--- src/rtl/core/assert_macros.svh ---
// Assertion helpers shared by the recogniser's RTL files.
`ifndef ASSERT_MACROS_SVH
`define ASSERT_MACROS_SVH

// Same-cycle implication, switched off while reset is asserted.
`define ASSERT_IMPLY(lbl, clk_i, rstn_i, ante, cons) \
	lbl: assert property (@(posedge clk_i) disable iff (!rstn_i) (ante) |-> (cons)) \
		else $error("same-cycle implication violated");

// Next-cycle implication, switched off while reset is asserted.
`define ASSERT_NEXT(lbl, clk_i, rstn_i, ante, cons) \
	lbl: assert property (@(posedge clk_i) disable iff (!rstn_i) (ante) |=> (cons)) \
		else $error("next-cycle implication violated");

`endif

--- src/rtl/core/nwr_pkg.sv ---
`default_nettype none

package nwr_pkg;

	localparam int FUNC_W     = 2;
	localparam int STATE_ID_W = 5;
	localparam int LETTER_W   = 8;
	localparam int SET_W      = 32;
	localparam int CFG_IDX_W  = 1;

	// Item function codes.
	localparam logic [FUNC_W-1:0] FUNC_ADD_TRANS  = 2'd0;
	localparam logic [FUNC_W-1:0] FUNC_LETTER     = 2'd1;
	localparam logic [FUNC_W-1:0] FUNC_EMPTY_WORD = 2'd2;

	// Configuration register indexes.
	localparam logic [CFG_IDX_W-1:0] CFG_INITIAL_MASK = 1'b0;
	localparam logic [CFG_IDX_W-1:0] CFG_FINAL_MASK   = 1'b1;

	typedef struct packed {
		logic [FUNC_W-1:0]     func;
		logic [STATE_ID_W-1:0] origin_state;
		logic [LETTER_W-1:0]   letter;
		logic [STATE_ID_W-1:0] target_state;
		logic                  word_end;
	} nwr_item_t;

	typedef struct packed {
		logic [SET_W-1:0] reached_set;
		logic             accepted;
		logic             word_done;
	} nwr_result_t;

	typedef enum logic [1:0] {
		S_CLEAR,
		S_IDLE,
		S_LOOKUP
	} nwr_state_t;

	typedef struct packed {
		logic mem_clear;
		logic mem_wr;
		logic mem_rd;
		logic latch_item;
		logic load_result;
	} nwr_cmd_t;

	typedef struct packed {
		logic clear_last;
		logic out_free;
	} nwr_sts_t;

endpackage

`default_nettype wire

--- src/rtl/core/nwr_ctrl.sv ---
`default_nettype none
`include "assert_macros.svh"

module nwr_ctrl (
	input  wire logic                      clk,
	input  wire logic                      arst_n,
	input  wire logic                      item_valid,
	input  wire logic [nwr_pkg::FUNC_W-1:0] item_func,
	output logic                           item_stall,
	input  wire nwr_pkg::nwr_sts_t         sts,
	output nwr_pkg::nwr_cmd_t              cmd
);
	import nwr_pkg::*;

	nwr_state_t state_q;
	nwr_state_t state_nxt;
	logic       accept;

	assign accept = item_valid && !item_stall;

	always_ff @(posedge clk or negedge arst_n) begin
		if (!arst_n) begin
			state_q <= S_CLEAR;
		end else begin
			state_q <= state_nxt;
		end
	end

	always_comb begin
		state_nxt = state_q;
		unique case (state_q)
			S_CLEAR: begin
				if (sts.clear_last) begin
					state_nxt = S_IDLE;
				end
			end
			S_IDLE: begin
				if (accept && (item_func == FUNC_LETTER || item_func == FUNC_EMPTY_WORD)) begin
					state_nxt = S_LOOKUP;
				end
			end
			S_LOOKUP: begin
				if (sts.out_free) begin
					state_nxt = S_IDLE;
				end
			end
			default: begin
				state_nxt = S_CLEAR;
			end
		endcase
	end

	always_comb begin
		item_stall = 1'b1;
		cmd        = '0;
		unique case (state_q)
			S_CLEAR: begin
				cmd.mem_clear = 1'b1;
			end
			S_IDLE: begin
				item_stall     = 1'b0;
				cmd.latch_item = accept;
				cmd.mem_wr     = accept && (item_func == FUNC_ADD_TRANS);
				cmd.mem_rd     = accept && (item_func == FUNC_LETTER);
			end
			S_LOOKUP: begin
				cmd.load_result = sts.out_free;
			end
			default: begin
				item_stall = 1'b1;
			end
		endcase
	end

	// The sweep owns the banks: no lookup or transition write may overlap it.
	`ASSERT_IMPLY(a_clear_exclusive, clk, arst_n, cmd.mem_clear, !cmd.mem_wr && !cmd.mem_rd)
	// A lookup finishes as soon as the result register can take its result.
	`ASSERT_NEXT(a_lookup_ends, clk, arst_n, state_q == S_LOOKUP && sts.out_free, state_q == S_IDLE)
	// The sweep ends exactly once, straight into idle.
	`ASSERT_NEXT(a_clear_to_idle, clk, arst_n, state_q == S_CLEAR && sts.clear_last, state_q == S_IDLE)

endmodule

`default_nettype wire

--- config.mk ---
export PLATFORM = sky130hd
export DESIGN_NAME = nwr_ctrl
export DESIGN_NICKNAME = d
export VERILOG_FILES = /design/src/rtl/core/nwr_pkg.sv /design/src/rtl/core/nwr_ctrl.sv
export VERILOG_INCLUDE_DIRS = /design/src /design/src/rtl/core
export SDC_FILE = /design/constraint.sdc
export NUM_CORES = 1
export LEC_CHECK = 0
export BUFFER_PORTS_ARGS = -buffer_cell sky130_fd_sc_hd__buf_2
export CAP_MARGIN = 20
export CORE_AREA = 2 2 39 41
export CTS_CLUSTER_DIAMETER = 80
export DETAILED_ROUTE_END_ITERATION = 10
export DIE_AREA = 0 0 41 43
export PLACE_DENSITY = 0.4
export SYNTH_ARGS = -nofsm -noshare
export SYNTH_HDL_FRONTEND = slang
export SYNTH_SLANG_ARGS = --single-unit
--- constraint.sdc ---
create_clock -name clk -period 1.54 [get_ports clk]
set_clock_uncertainty 0.2 [all_clocks]
set_input_delay 0.308 -clock clk [delete_from_list [all_inputs] [get_ports clk]]
set_output_delay 0.308 -clock clk [all_outputs]
set_load 0.01 [all_outputs]
* Word-level counts from Yosys, hierarchy flattened
Cells that the tools add are included. W data, S select, Z words.
Storage, ports and cells: flip-flop bits (word level) 2, input bits 7, output and inout port bits 6, logic and storage cells 24
Cells by class: eq/ne operators 7, muxes and demuxes 8, reduce and logical (&&, ||, !) cells 8
Operators by type and width (number):
- $mux W2 | 3
- $pmux W2 S3 | 1
- $eq A2 B1 Y1 const B | 2
- $eq A2 B2 Y1 const B | 2
- $logic_and A1 B1 Y1 | 4
- $logic_not A2 Y1 | 2
- $ne A2 B2 Y1 const B | 2
- $mux W1 | 3
- $mux W3 | 1
- $reduce_and A3 Y1 | 1
- $ne A2 B1 Y1 const B | 1
- $logic_or A1 B1 Y1 | 1

* Logic depth before layout (Yosys ltp)
Gate-level depths: netlist of run 1.
word-level depth 5, mapped depth 4, mapped depth without buffers 4

* Worst setup path before layout of run 1
No wires, ideal clock.
path type reg-to-output, from register state_q[1], to output port cmd[2] (netlist bit), arrival 0.804 ns, required time 1.032 ns, slack 0.228 ns, stages on the path, launching flop included 3, buffers on the path 0, cells stage by stage dfrtp_1 > nor2b_2 > and3_1
RTL lines:
- start: declaration | RTL line nwr_ctrl.sv:15 | nwr_state_t state_q;
- start signal: assignment | RTL line nwr_ctrl.sv:25 | state_q <= state_nxt;
- end: declaration | RTL line nwr_ctrl.sv:11 | output nwr_pkg::nwr_cmd_t cmd

* Worst setup path in the final report of run 1
from register state_q[1], to output port item_stall
Between the ends: longest elaborated chain between the ends 2
RTL lines:
- $eq A2 B1 Y1 | RTL line nwr_ctrl.sv:56 | unique case (state_q)
- $mux W1 | RTL line nwr_ctrl.sv:56
- end: declaration | RTL line nwr_ctrl.sv:9 | output logic item_stall,
Every way passes these cells.

==> impl_summary.txt, run 1 <==
----------------------------------------------------
[Critical path]
  Depth of the worst register-to-register path ... 4
  Kind of start point of the critical path ... flop
  Max stage delay cell, worst path ... dfrtp_1
  Setup CP Type ... flop to output pin
  Slowest cell delay on critical path ... just under 0.4 ns
  Data required time at the worst endpoint ... 1.03 ns
  Capturing point of the worst reg2reg path ... state_q[1]$_DFFE_PN0P_
  Crit path cell chain ... nor2b_4, buf_4, inv_2, buf_2
  CP Data Arrival Time ... roughly 1.1 ns
  Maximum fanout count along the critical path ... 4
  R2R Path Start ... state_q[1]$_DFFE_PN0P_
  CP Buf/Inv Count ... 3
  Register-to-register path setup slack ... 0.44 ns
  Kind of cell adding the most delay to the critical path ... flip-flops
  Kind of capture point of the worst setup path ... output pin

[Clocking]
  Number of H-tree branching levels ... 1
  Clock slew seen by the registers of the worst setup and hold paths ... 0.03 ns
  Clock Sinks ... 2
  CTS Root Buffer Type ... clkbuf_4
  Clock buffer count from CTS ... 3
  TritonCTS clock tree ... done
  Skew-Pair Late Insertion Delay ... 0.22 ns
  Max Buffers Root-to-Sink ... 2

[GRT]
  Global-route track usage on met2 ... 0.0688
  GRT met1 Usage ... 0.0609
  Via count of the first global-routing pass ... about 170
  All-Layer GR Usage ... 0.0642
  Residual overflow from global routing ... 0
  Initial antenna violation count ... 0
  Global routing met3 resource utilization ... 0.0733
  Wire length of the first global-routing pass ... roughly 650 um
  Most used routing layer in global routing ... met3
  Maximum number of pins on one net before global-route repair ... 6

[Synth]
  Fraction of post-synthesis cell area in the top cell type by area ... 0.313
  Post-synth design cell area ... 160 um2
  Count of warnings emitted by yosys ... 0
  Yosys reg bits ... 2
  Post-Syn Area per Cell ... 8.43 um2
  Gate count of the mapped netlist ... 19
  Most area-hungry cell type in the Yosys netlist ... dfrtp_1
  Number of different library cells in the post-synthesis netlist ... 13
  Net count after synthesis ... 28
  Register area share after synthesis ... 0.313
  Cell types with the largest area share after synthesis ... dfrtp_1, ha_1, and3_1

[STA]
  Worst max-slew margin expressed relative to the limit ... 0.919
  Fmax ... about 640 MHz
  Final setup vio count ... 3
  Final hold violations ... 0
  Max Slew Vio Count ... 0
  PnR worst setup slack ... -0.0179 ns
  Time the worst path needs with I/O delays and setup ... 1.56 ns
  Unrepaired setup endpoints after global routing ... true
  Share of the clock period used by the worst path after layout ... 1.01
  Slew @ Worst Pin ... around 0.12 ns

[Route]
  Via-to-Cell Ratio ... 3.56
  Antenna Violating Nets Remaining ... 0
  DRC violation count after routing ... 0
  Via count of the routed design ... 192
  Total routed wirelength ... 423 um
  Number of iterations in the first detailed-routing pass ... 3
  Routed len/inst ... 7.83 um
  Number of DRC violations after detailed-routing iteration 0 ... 7

[Die]
  Floorplan die height ... 43 um
  Initial cell density of the core ... 0.116
  Die span in x ... 41 um
  Area of the placeable core ... 1380 um2
  Number of top-level pins ... 13
  Row count ... 14
  Full die area ... 1760 um2

[Hold path]
  Beginning of the worst hold path ... sts[1]
  Endpoint of the worst hold path ... state_q[0]$_DFFE_PN0P_
  Count of cells along the worst hold path ... 3
  Class of the tightest hold or removal check ... input port to flop

[Placement]
  Half-perimeter wire length after placement ... 320 um
  Global placement routability congestion ... 0.596
  Total of buffers placed on input and output ports ... 12
  Post-place instance area ... 255 um2

[Finish]
  Synth-to-layout area growth ... 87.5%
  Flip-flop count of the largest register after layout ... 2
  Number of nets in the final layout ... 49
  Utilization of the core after routing ... 0.217
  Non-Filler Cell Area, Final ... 300 um2
  Largest registers ranked by flip-flop count ... state_q x2
  Largest register by flop count ... state_q
  # diodes ... 0
  Fraction of layout instances using a drive strength above 1 ... 0.526

[Pwr]
  Worst voltage drop across the vdd grid ... 0.449 mV
  Static leakage ... 0.177 nW
  Final Power ... about 450 uW
  Areal power density over the cells ... 1490 nW/um2

[Run]
  Max capacitance violation total ... 0

[Outcome]
  Violated checks ... negative setup slack
  Result of the run ... finished, violations left

----------------------------------------------------
## worst max path at each step
stage / from / end / slack (ns) / cells past startpoint
global placement: item_func[0] / cmd[3] / 0.14 / 5
floorplan: state_q[1]$_DFFE_PN0P_ / cmd[2] / 0.23 / 2
global route: state_q[1]$_DFFE_PN0P_ / cmd[3] / -0.08 / 3
finish: state_q[1]$_DFFE_PN0P_ / item_stall / -0.02 / 4
detailed placement: item_func[0] / cmd[3] / 0.14 / 5
CTS: state_q[1]$_DFFE_PN0P_ / cmd[2] / -0.05 / 3
## cell families after synthesis
family / count (synthesis) / synth area share
simple gates: 9 / 0.305
buf+inv: 3 / 0.0703
compound gates: 2 / 0.0938
fa+ha+maj: 2 / 0.156
flops: 2 / 0.313
mux: 1 / 0.0625
## report_power, final
part	switching (mW)	total (mW)	leakage, nW	internal, mW
combinational	0.114	0.247	0.138	0.133
clock	0.0285	0.114	0.0138	0.0859
sequential	0.0136	0.0871	0.0251	0.0735
total	0.156	0.449	0.177	0.293
## area by class of cell
class | instances | area (um2)
Timing Repair Buffer | 16 | 92.6
Fill cell | 155 | 1080
Tap cell | 16 | 20.0
Inverter | 3 | 11.3
Sequential cell | 2 | 50.0
Clock buffer | 3 | 22.5
Multi-Input combinational cell | 14 | 104
## timing repair
item	in CTS	in global routing
pin swaps	2	1
buffers inserted	0	1
endpoints found under the setup margin	3	5
endpoints found under the hold margin	2	0
resized for setup	1	0
hold buffers	1	0
cloned	0	0
## stage by stage
stage | hold slack (ns) | setup slack, ns | instances | TNS [ns]
after floorplan | -0.188 | 0.228 | 19 | 0
after global placement | -0.105 | 0.142 | 49 | 0
after detailed placement | -0.105 | 0.139 | 49 | 0
after CTS | 0.180 | -0.0465 | 53 | -0.110
after global routing | 0.193 | -0.0834 | 54 | -0.359
final | 0.188 | -0.0179 | 54 | -0.0334
## metal layers
| metal | part of all wire | vias up |
|---|---|---|
| met3 | 0.20 | 0 |
| li1 | - | 103 |
| met1 | 0.45 | 76 |
| met2 | 0.35 | 13 |
| met5 | 0 | - |
| met4 | 0 | 0 |
## synthesized netlist by cell type
master     instances
o2bb2ai_1          1
mux2i_1            1
nand2b_1           1
inv_2              1
inv_1              2
and2_1             1
nor2b_2            1
o22ai_1            1
and3_1             2
nand2_1            2
dfrtp_1            2
nor2_1             2
ha_1               2
## worst min-delay path, cell delays in order
cell	delay (ns)
buf_2	0.08
mux2i_1	0.05
o2bb2ai_1	0.13
## placed cells by master (no fill, tap or decap)
cell,Yosys,routed
nor2_1,2,2
buf_2,0,12
ha_1,2,2
mux2i_1,1,1
o22ai_1,1,1
dfrtp_1,2,2
clkbuf_4,0,3
and2_1,1,1
inv_2,1,1
dlygate4sd3_1,0,1
nor2b_4,0,1
nand2b_1,1,1
nand2_1,2,2
and3_1,2,2
o2bb2ai_1,1,1
buf_4,0,3
inv_1,2,2
Note: power is estimated with default switching activity, not from simulation.
==> run 2: changes to the inputs <==
--- a/config.mk
+++ b/config.mk
@@ -6,13 +6,14 @@
 export SDC_FILE = /design/constraint.sdc
 export NUM_CORES = 1
 export LEC_CHECK = 0
-export BUFFER_PORTS_ARGS = -buffer_cell sky130_fd_sc_hd__buf_2
+export ABC_AREA = 1
 export CAP_MARGIN = 20
 export CORE_AREA = 2 2 39 41
 export CTS_CLUSTER_DIAMETER = 80
 export DETAILED_ROUTE_END_ITERATION = 10
 export DIE_AREA = 0 0 41 43
-export PLACE_DENSITY = 0.4
+export DONT_BUFFER_PORTS = 1
+export PLACE_DENSITY = 0.32
 export SYNTH_ARGS = -nofsm -noshare
 export SYNTH_HDL_FRONTEND = slang
 export SYNTH_SLANG_ARGS = --single-unit
==> impl_summary.txt, run 2 <==
----------------------------------------------------
[Outcome]
  Result of the run ... complete, no violations

[Critical path]
  Kind of cell adding the most delay to the critical path ... flip-flops
  CP Data Arrival Time ... 1.02 ns
  Depth of the worst register-to-register path ... 4
  Data required time at the worst endpoint ... just over 1 ns
  Kind of capture point of the worst setup path ... output pin
  Crit path cell chain ... nor3_1
  Slowest cell delay on critical path ... 0.43 ns
  Register-to-register path setup slack ... 0.30 ns
  Number of cells on the critical path ... 1
  Maximum fanout count along the critical path ... 6
  Capturing point of the worst reg2reg path ... state_q[0]$_DFFE_PN0P_
  End point of the critical path ... cmd[0]
  Max stage delay cell, worst path ... dfrtp_1
  CP Buf/Inv Count ... 0
  Crit path from ... state_q[0]$_DFFE_PN0P_
  Setup CP Type ... flop to output pin
  Kind of start point of the critical path ... flop
  R2R Path Start ... state_q[0]$_DFFE_PN0P_

[STA]
  Final hold violations ... 0
  Fmax ... 656 MHz
  Share of the clock period used by the worst path after layout ... 0.991
  Max Slew Vio Count ... 0
  Unrepaired setup endpoints after global routing ... true
  Final total negative setup slack ... 0 ns
  Time the worst path needs with I/O delays and setup ... 1.53 ns
  Slew @ Worst Pin ... 0.365 ns
  Final setup vio count ... 0
  Worst max-slew margin expressed relative to the limit ... 0.755

[Synth]
  Fraction of post-synthesis cell area in the top cell type by area ... 0.294
  Most frequent cell after synthesis ... inv_1
  Cell types with the largest area share after synthesis ... dfrtp_1, inv_1, ha_1
  Synth top cells by count ... inv_1, nand2_1, nor2_1
  Yosys reg bits ... 2
  Post-synth design cell area ... 170 um2
  EDFF count, synth ... 0
  Asr flop ratio synth ... 1.00
  Post-Syn Area per Cell ... around 6.3 um2
  Register area share after synthesis ... 0.294
  Most area-hungry cell type in the Yosys netlist ... dfrtp_1
  Net count after synthesis ... 36
  Main flop type after synthesis ... dfrtp_1
  Gate count of the mapped netlist ... 27
  Count of warnings emitted by yosys ... 0
  Number of different library cells in the post-synthesis netlist ... 9

[Finish]
  Flip-flop count of the largest register after layout ... 2
  Number of nets in the final layout ... 42
  Layout fillers ... 166
  Register Area ... 50.0 um2
  # diodes ... 0
  Largest register by flop count ... state_q
  Synth-to-layout area growth ... 39.7%
  Largest registers ranked by flip-flop count ... state_q x2
  Multi-input gate area in the final layout ... 97.6 um2
  Leading cell type in the layout, fill and taps excluded ... inv_1
  Most used cells in the layout excluding fill and tap cells ... inv_1, nand2_1, clkbuf_4
  Fraction of layout instances using a drive strength above 1 ... 0.194

[GRT]
  All-Layer GR Usage ... 0.0532
  Residual overflow from global routing ... 0
  Maximum number of pins on one net before global-route repair ... 7
  Wire length of the first global-routing pass ... about 570 um
  Initial antenna violation count ... 0
  Via count of the first global-routing pass ... 166

[Placement]
  Half-perimeter wire length after placement ... 314 um
  Global placement routability congestion ... 0.555
  Total of buffers placed on input and output ports ... 0

[Pwr]
  Final Power ... around 350 uW
  Static leakage ... 0.139 nW
  Worst voltage drop across the vdd grid ... 0.278 mV
  Areal power density over the cells ... 1460 nW/um2

[Route]
  Number of DRC violations after detailed-routing iteration 0 ... 2
  Via count of the routed design ... between 150 and 200
  Number of iterations in the first detailed-routing pass ... 4
  DRC violation count after routing ... 0
  Antenna Violating Nets Remaining ... 0
  Total routed wirelength ... ~360 um
  Routed len/inst ... a little under 8 um
  Via-to-Cell Ratio ... 3.53

[Clocking]
  Clock buffer count from CTS ... 3
  Clock slew seen by the registers of the worst setup and hold paths ... about 0.03 ns
  TritonCTS clock tree ... done
  Number of H-tree branching levels ... 1
  Clock Sinks ... 2
  Number of setup buffers added after CTS ... 0
  Max Buffers Root-to-Sink ... 2
  CTS Root Buffer Type ... clkbuf_4
  Skew-Pair Late Insertion Delay ... 0.22 ns

[Die]
  Area of the placeable core ... between 1000 and 1500 um2
  Die span in x ... 41 um
  Row count ... 14
  Full die area ... roughly 1800 um2
  Number of top-level pins ... 13
  Initial cell density of the core ... 0.123
  Floorplan die height ... between 40 and 50 um

[Run]
  Max capacitance violation total ... 0

[Hold path]
  Class of the tightest hold or removal check ... input port to flop

----------------------------------------------------
==> run 2: worst min path at each step <==
stage / startpoint / end / slack (ns) / depth (start not counted)
2_1_floorplan: arst_n / state_q[0]$_DFFE_PN0P_ / -0.19 / 0
3_3_place_gp: arst_n / state_q[0]$_DFFE_PN0P_ / -0.19 / 0
3_5_place_dp: arst_n / state_q[1]$_DFFE_PN0P_ / -0.19 / 0
4_1_cts: item_valid / state_q[1]$_DFFE_PN0P_ / 0.09 / 2
5_1_grt: arst_n / state_q[0]$_DFFE_PN0P_ / 0.12 / 1
6_report: item_valid / state_q[1]$_DFFE_PN0P_ / 0.09 / 2
==> run 2: cell families (layout without fill, tap and decap cells) <==
kind of cell	count (synthesis)	in the layout	synth area share
buffers and inverters	10	14	0.221
adder cells (fa/ha/maj)	2	2	0.147
AO/OA/AOI/OAI	2	2	0.0735
AND/OR/NAND/NOR	11	11	0.265
flip-flops	2	2	0.294
==> run 2: cell type report <==
type                    instances  area share
clock buffers                   3      0.0947
flip-flops and latches          2       0.211
well taps                      16      0.0842
inverters                      10       0.158
multi-input cells              15       0.411
repair buffers                  1      0.0421
==> run 2: power by group <==
part	total (mW)	switching [mW]	internal (mW)
Sequential	0.100	0.0269	0.0733
Combinational	0.132	0.0909	0.0409
Clock	0.114	0.0280	0.0858
==> run 2: metal layers <==
layer	global-route usage	routed length [um]
met5	0	0
met4	0.0800	0
met3	0.0209	39
met2	0.0688	165
met1	0.0482	159
==> run 2: what timing repair did <==
item                       4_1_cts  5_1_grt
hold buffers                     1        0
hold endpoints to repair         2        0
setup endpoints to repair        0        3
gates resized for setup          0        4
==> run 2: stage by stage <==
step           utilization  std cells  instance area, um2  setup WS, ns  hold WS (ns)
5_1_grt              0.172         47                 238       -0.0572         0.118
3_5_place_dp         0.137         43                 190         0.241        -0.188
3_3_place_gp         0.137         43                 190         0.250        -0.188
2_1_floorplan            -         27                 170         0.308        -0.188
6_report             0.172         47                 238        0.0146        0.0911
4_1_cts              0.161         47                 223      0.000367        0.0897
==> run 3: changes to the inputs <==
--- a/config.mk
+++ b/config.mk
@@ -6,14 +6,12 @@
 export SDC_FILE = /design/constraint.sdc
 export NUM_CORES = 1
 export LEC_CHECK = 0
-export ABC_AREA = 1
-export CAP_MARGIN = 20
 export CORE_AREA = 2 2 39 41
 export CTS_CLUSTER_DIAMETER = 80
 export DETAILED_ROUTE_END_ITERATION = 10
 export DIE_AREA = 0 0 41 43
 export DONT_BUFFER_PORTS = 1
-export PLACE_DENSITY = 0.32
+export PLACE_DENSITY = 0.31
 export SYNTH_ARGS = -nofsm -noshare
 export SYNTH_HDL_FRONTEND = slang
 export SYNTH_SLANG_ARGS = --single-unit
==> impl_summary.txt, run 3 (synthesis results as in run 1) <==
----------------------------------------------------
[Outcome]
  Result of the run ... complete, no violations

[GRT]
  Residual overflow from global routing ... 0
  Most used routing layer in global routing ... met2
  Global routing met3 resource utilization ... 0.0209
  GRT met1 Usage ... 0.0601
  Wire length of the first global-routing pass ... approximately 660 um
  Via count of the first global-routing pass ... 186
  Maximum number of pins on one net before global-route repair ... 5
  Global-route track usage on met2 ... 0.0813
  Initial antenna violation count ... 0
  All-Layer GR Usage ... 0.0609

[Critical path]
  Slowest cell delay on critical path ... 0.42 ns
  Max stage delay cell, worst path ... dfrtp_2
  Crit path from ... state_q[1]$_DFFE_PN0P_
  CP Data Arrival Time ... 1.00 ns
  Maximum fanout count along the critical path ... 4
  Crit path cell chain ... nor2b_4, and3_4
  Setup CP Type ... flop to output pin
  Capturing point of the worst reg2reg path ... state_q[1]$_DFFE_PN0P_
  Number of cells on the critical path ... 2
  Register-to-register path setup slack ... 0.40 ns
  Kind of cell adding the most delay to the critical path ... flip-flops
  Data required time at the worst endpoint ... 1.03 ns
  Depth of the worst register-to-register path ... 4
  Kind of start point of the critical path ... flop
  CP Buf/Inv Count ... 0
  Kind of capture point of the worst setup path ... output pin
  R2R Path Start ... state_q[1]$_DFFE_PN0P_
  End point of the critical path ... cmd[2]

[Finish]
  Synth-to-layout area growth ... 63.3%
  Register Area ... 51.3 um2
  Most used cells in the layout excluding fill and tap cells ... buf_4, clkbuf_4
  Multi-input gate area in the final layout ... 116 um2
  Number of nets in the final layout ... 38
  # diodes ... 0
  Flip-flop count of the largest register after layout ... 2
  Fraction of layout instances using a drive strength above 1 ... 0.481
  Utilization of the core after routing ... 0.189
  Leading cell type in the layout, fill and taps excluded ... buf_4
  Largest register by flop count ... state_q
  Largest registers ranked by flip-flop count ... state_q x2
  Layout fillers ... 153
  Non-Filler Cell Area, Final ... 262 um2

[Die]
  Full die area ... around 1800 um2
  Die span in x ... between 40 and 50 um
  Number of top-level pins ... 13
  Initial cell density of the core ... 0.116
  Floorplan die height ... 43 um
  Row count ... 14
  Area of the placeable core ... around 1400 um2

[Clocking]
  Skew-Pair Late Insertion Delay ... ~0.22 ns
  Clock slew seen by the registers of the worst setup and hold paths ... 0.03 ns
  Max Buffers Root-to-Sink ... 2
  Number of H-tree branching levels ... 1
  Clock buffer count from CTS ... 3
  CTS Root Buffer Type ... clkbuf_4
  Clock Sinks ... 2
  TritonCTS clock tree ... done

[Route]
  DRC violation count after routing ... 0
  Antenna Violating Nets Remaining ... 0
  Number of iterations in the first detailed-routing pass ... 4
  Routed len/inst ... 10.3 um
  Via count of the routed design ... 169
  Via-to-Cell Ratio ... roughly 4
  Number of DRC violations after detailed-routing iteration 0 ... 1
  Total routed wirelength ... between 400 and 500 um

[Pwr]
  Flop pwr share ... 0.212
  Worst voltage drop across the vdd grid ... approximately 0.18 mV
  Final Power ... around 430 uW
  Areal power density over the cells ... 1650 nW/um2
  Relative contribution of the clock network to total power ... 0.268
  Cell-internal power ... 272 uW
  Static leakage ... approximately 0.12 nW
  Total net switching power ... 159 uW
  Proportion of total power due to net switching ... 0.369
  Combinational group share of total power ... 0.521

[STA]
  Final setup vio count ... 0
  Max Slew Vio Count ... 0
  Slew @ Worst Pin ... 0.205 ns
  Time the worst path needs with I/O delays and setup ... 1.51 ns
  Share of the clock period used by the worst path after layout ... 0.980
  Final hold violations ... 0
  Worst max-slew margin expressed relative to the limit ... 0.863
  Fmax ... 662 MHz
  Unrepaired setup endpoints after global routing ... true

[Hold path]
  Class of the tightest hold or removal check ... input port to flop

[Placement]
  Half-perimeter wire length after placement ... 299 um
  Post-place instance area ... approximately 180 um2
  Global placement routability congestion ... 0.482
  Total of buffers placed on input and output ports ... 0

[Run]
  Max capacitance violation total ... 0

----------------------------------------------------
[run 3: cell types whose count changed in the layout (fill, tap and decap cells not counted), moves of 2 or more]
cell / previous run / this run
buf_4: 0 / 4
nand2_1: 4 / 2
and3_4: 0 / 2
inv_1: 10 / 2
[run 3: area by class of cell]
class | count | share of cell area
repair buffers | 5 | 0.153
clock buffers | 3 | 0.0861
well taps | 16 | 0.0766
inverters | 3 | 0.0431
flip-flops and latches | 2 | 0.196
multi-input cells | 14 | 0.445
[run 3: timing repair]
action | CTS | global route
endpoints found under the setup margin | 3 | 5
hold buffers | 1 | 0
endpoints found under the hold margin | 2 | 0
resized for setup | 4 | 1
setup buffers | 4 | 0
pin swaps | 0 | 0
[run 3: how the worst min path moves through the flow]
stage | startpoint | endpoint | depth (start not counted)
final | sts[0] | state_q[1]$_DFFE_PN0P_ | 2
after global routing | sts[0] | state_q[1]$_DFFE_PN0P_ | 2
after CTS | sts[0] | state_q[1]$_DFFE_PN0P_ | 2
after detailed placement | arst_n | state_q[1]$_DFFE_PN0P_ | 0
after global placement | arst_n | state_q[1]$_DFFE_PN0P_ | 0
after floorplan | arst_n | state_q[0]$_DFFE_PN0P_ | 0
[run 3: power by group through the flow]
stage / clock network (mW) / logic, mW / registers, mW
after floorplan: 0 / 0.104 / 0.0952
after detailed placement: 0 / 0.122 / 0.101
final: 0.116 / 0.225 / 0.0914
after global placement: 0 / 0.118 / 0.0982
after CTS: 0.122 / 0.218 / 0.0910
after global routing: 0.132 / 0.251 / 0.0944
[run 3: layer usage]
metal  up-vias  wire length (um)
met2        15               197
met3         0                64
met5         -                 0
li1         79                 -
met4         0                 0
met1        75               181
[run 3: worst reg2reg max path: stages, from the launching register on]
cell and delay [ns]:
dfrtp_2 0.42, nor2b_4 0.15, buf_4 0.14, inv_2 0.05, o22ai_1 0.10
[run 3: metrics by stage]
stage / std cells / worst slack, ns / hold slack, ns / setup TNS [ns]
6_report: 43 / 0.0301 / 0.0851 / 0
5_1_grt: 43 / -0.0253 / 0.104 / -0.0547
4_1_cts: 43 / 0.0133 / 0.0766 / 0
3_5_place_dp: 35 / 0.127 / -0.188 / 0
3_3_place_gp: 35 / 0.168 / -0.188 / 0
2_1_floorplan: 19 / 0.228 / -0.188 / 0
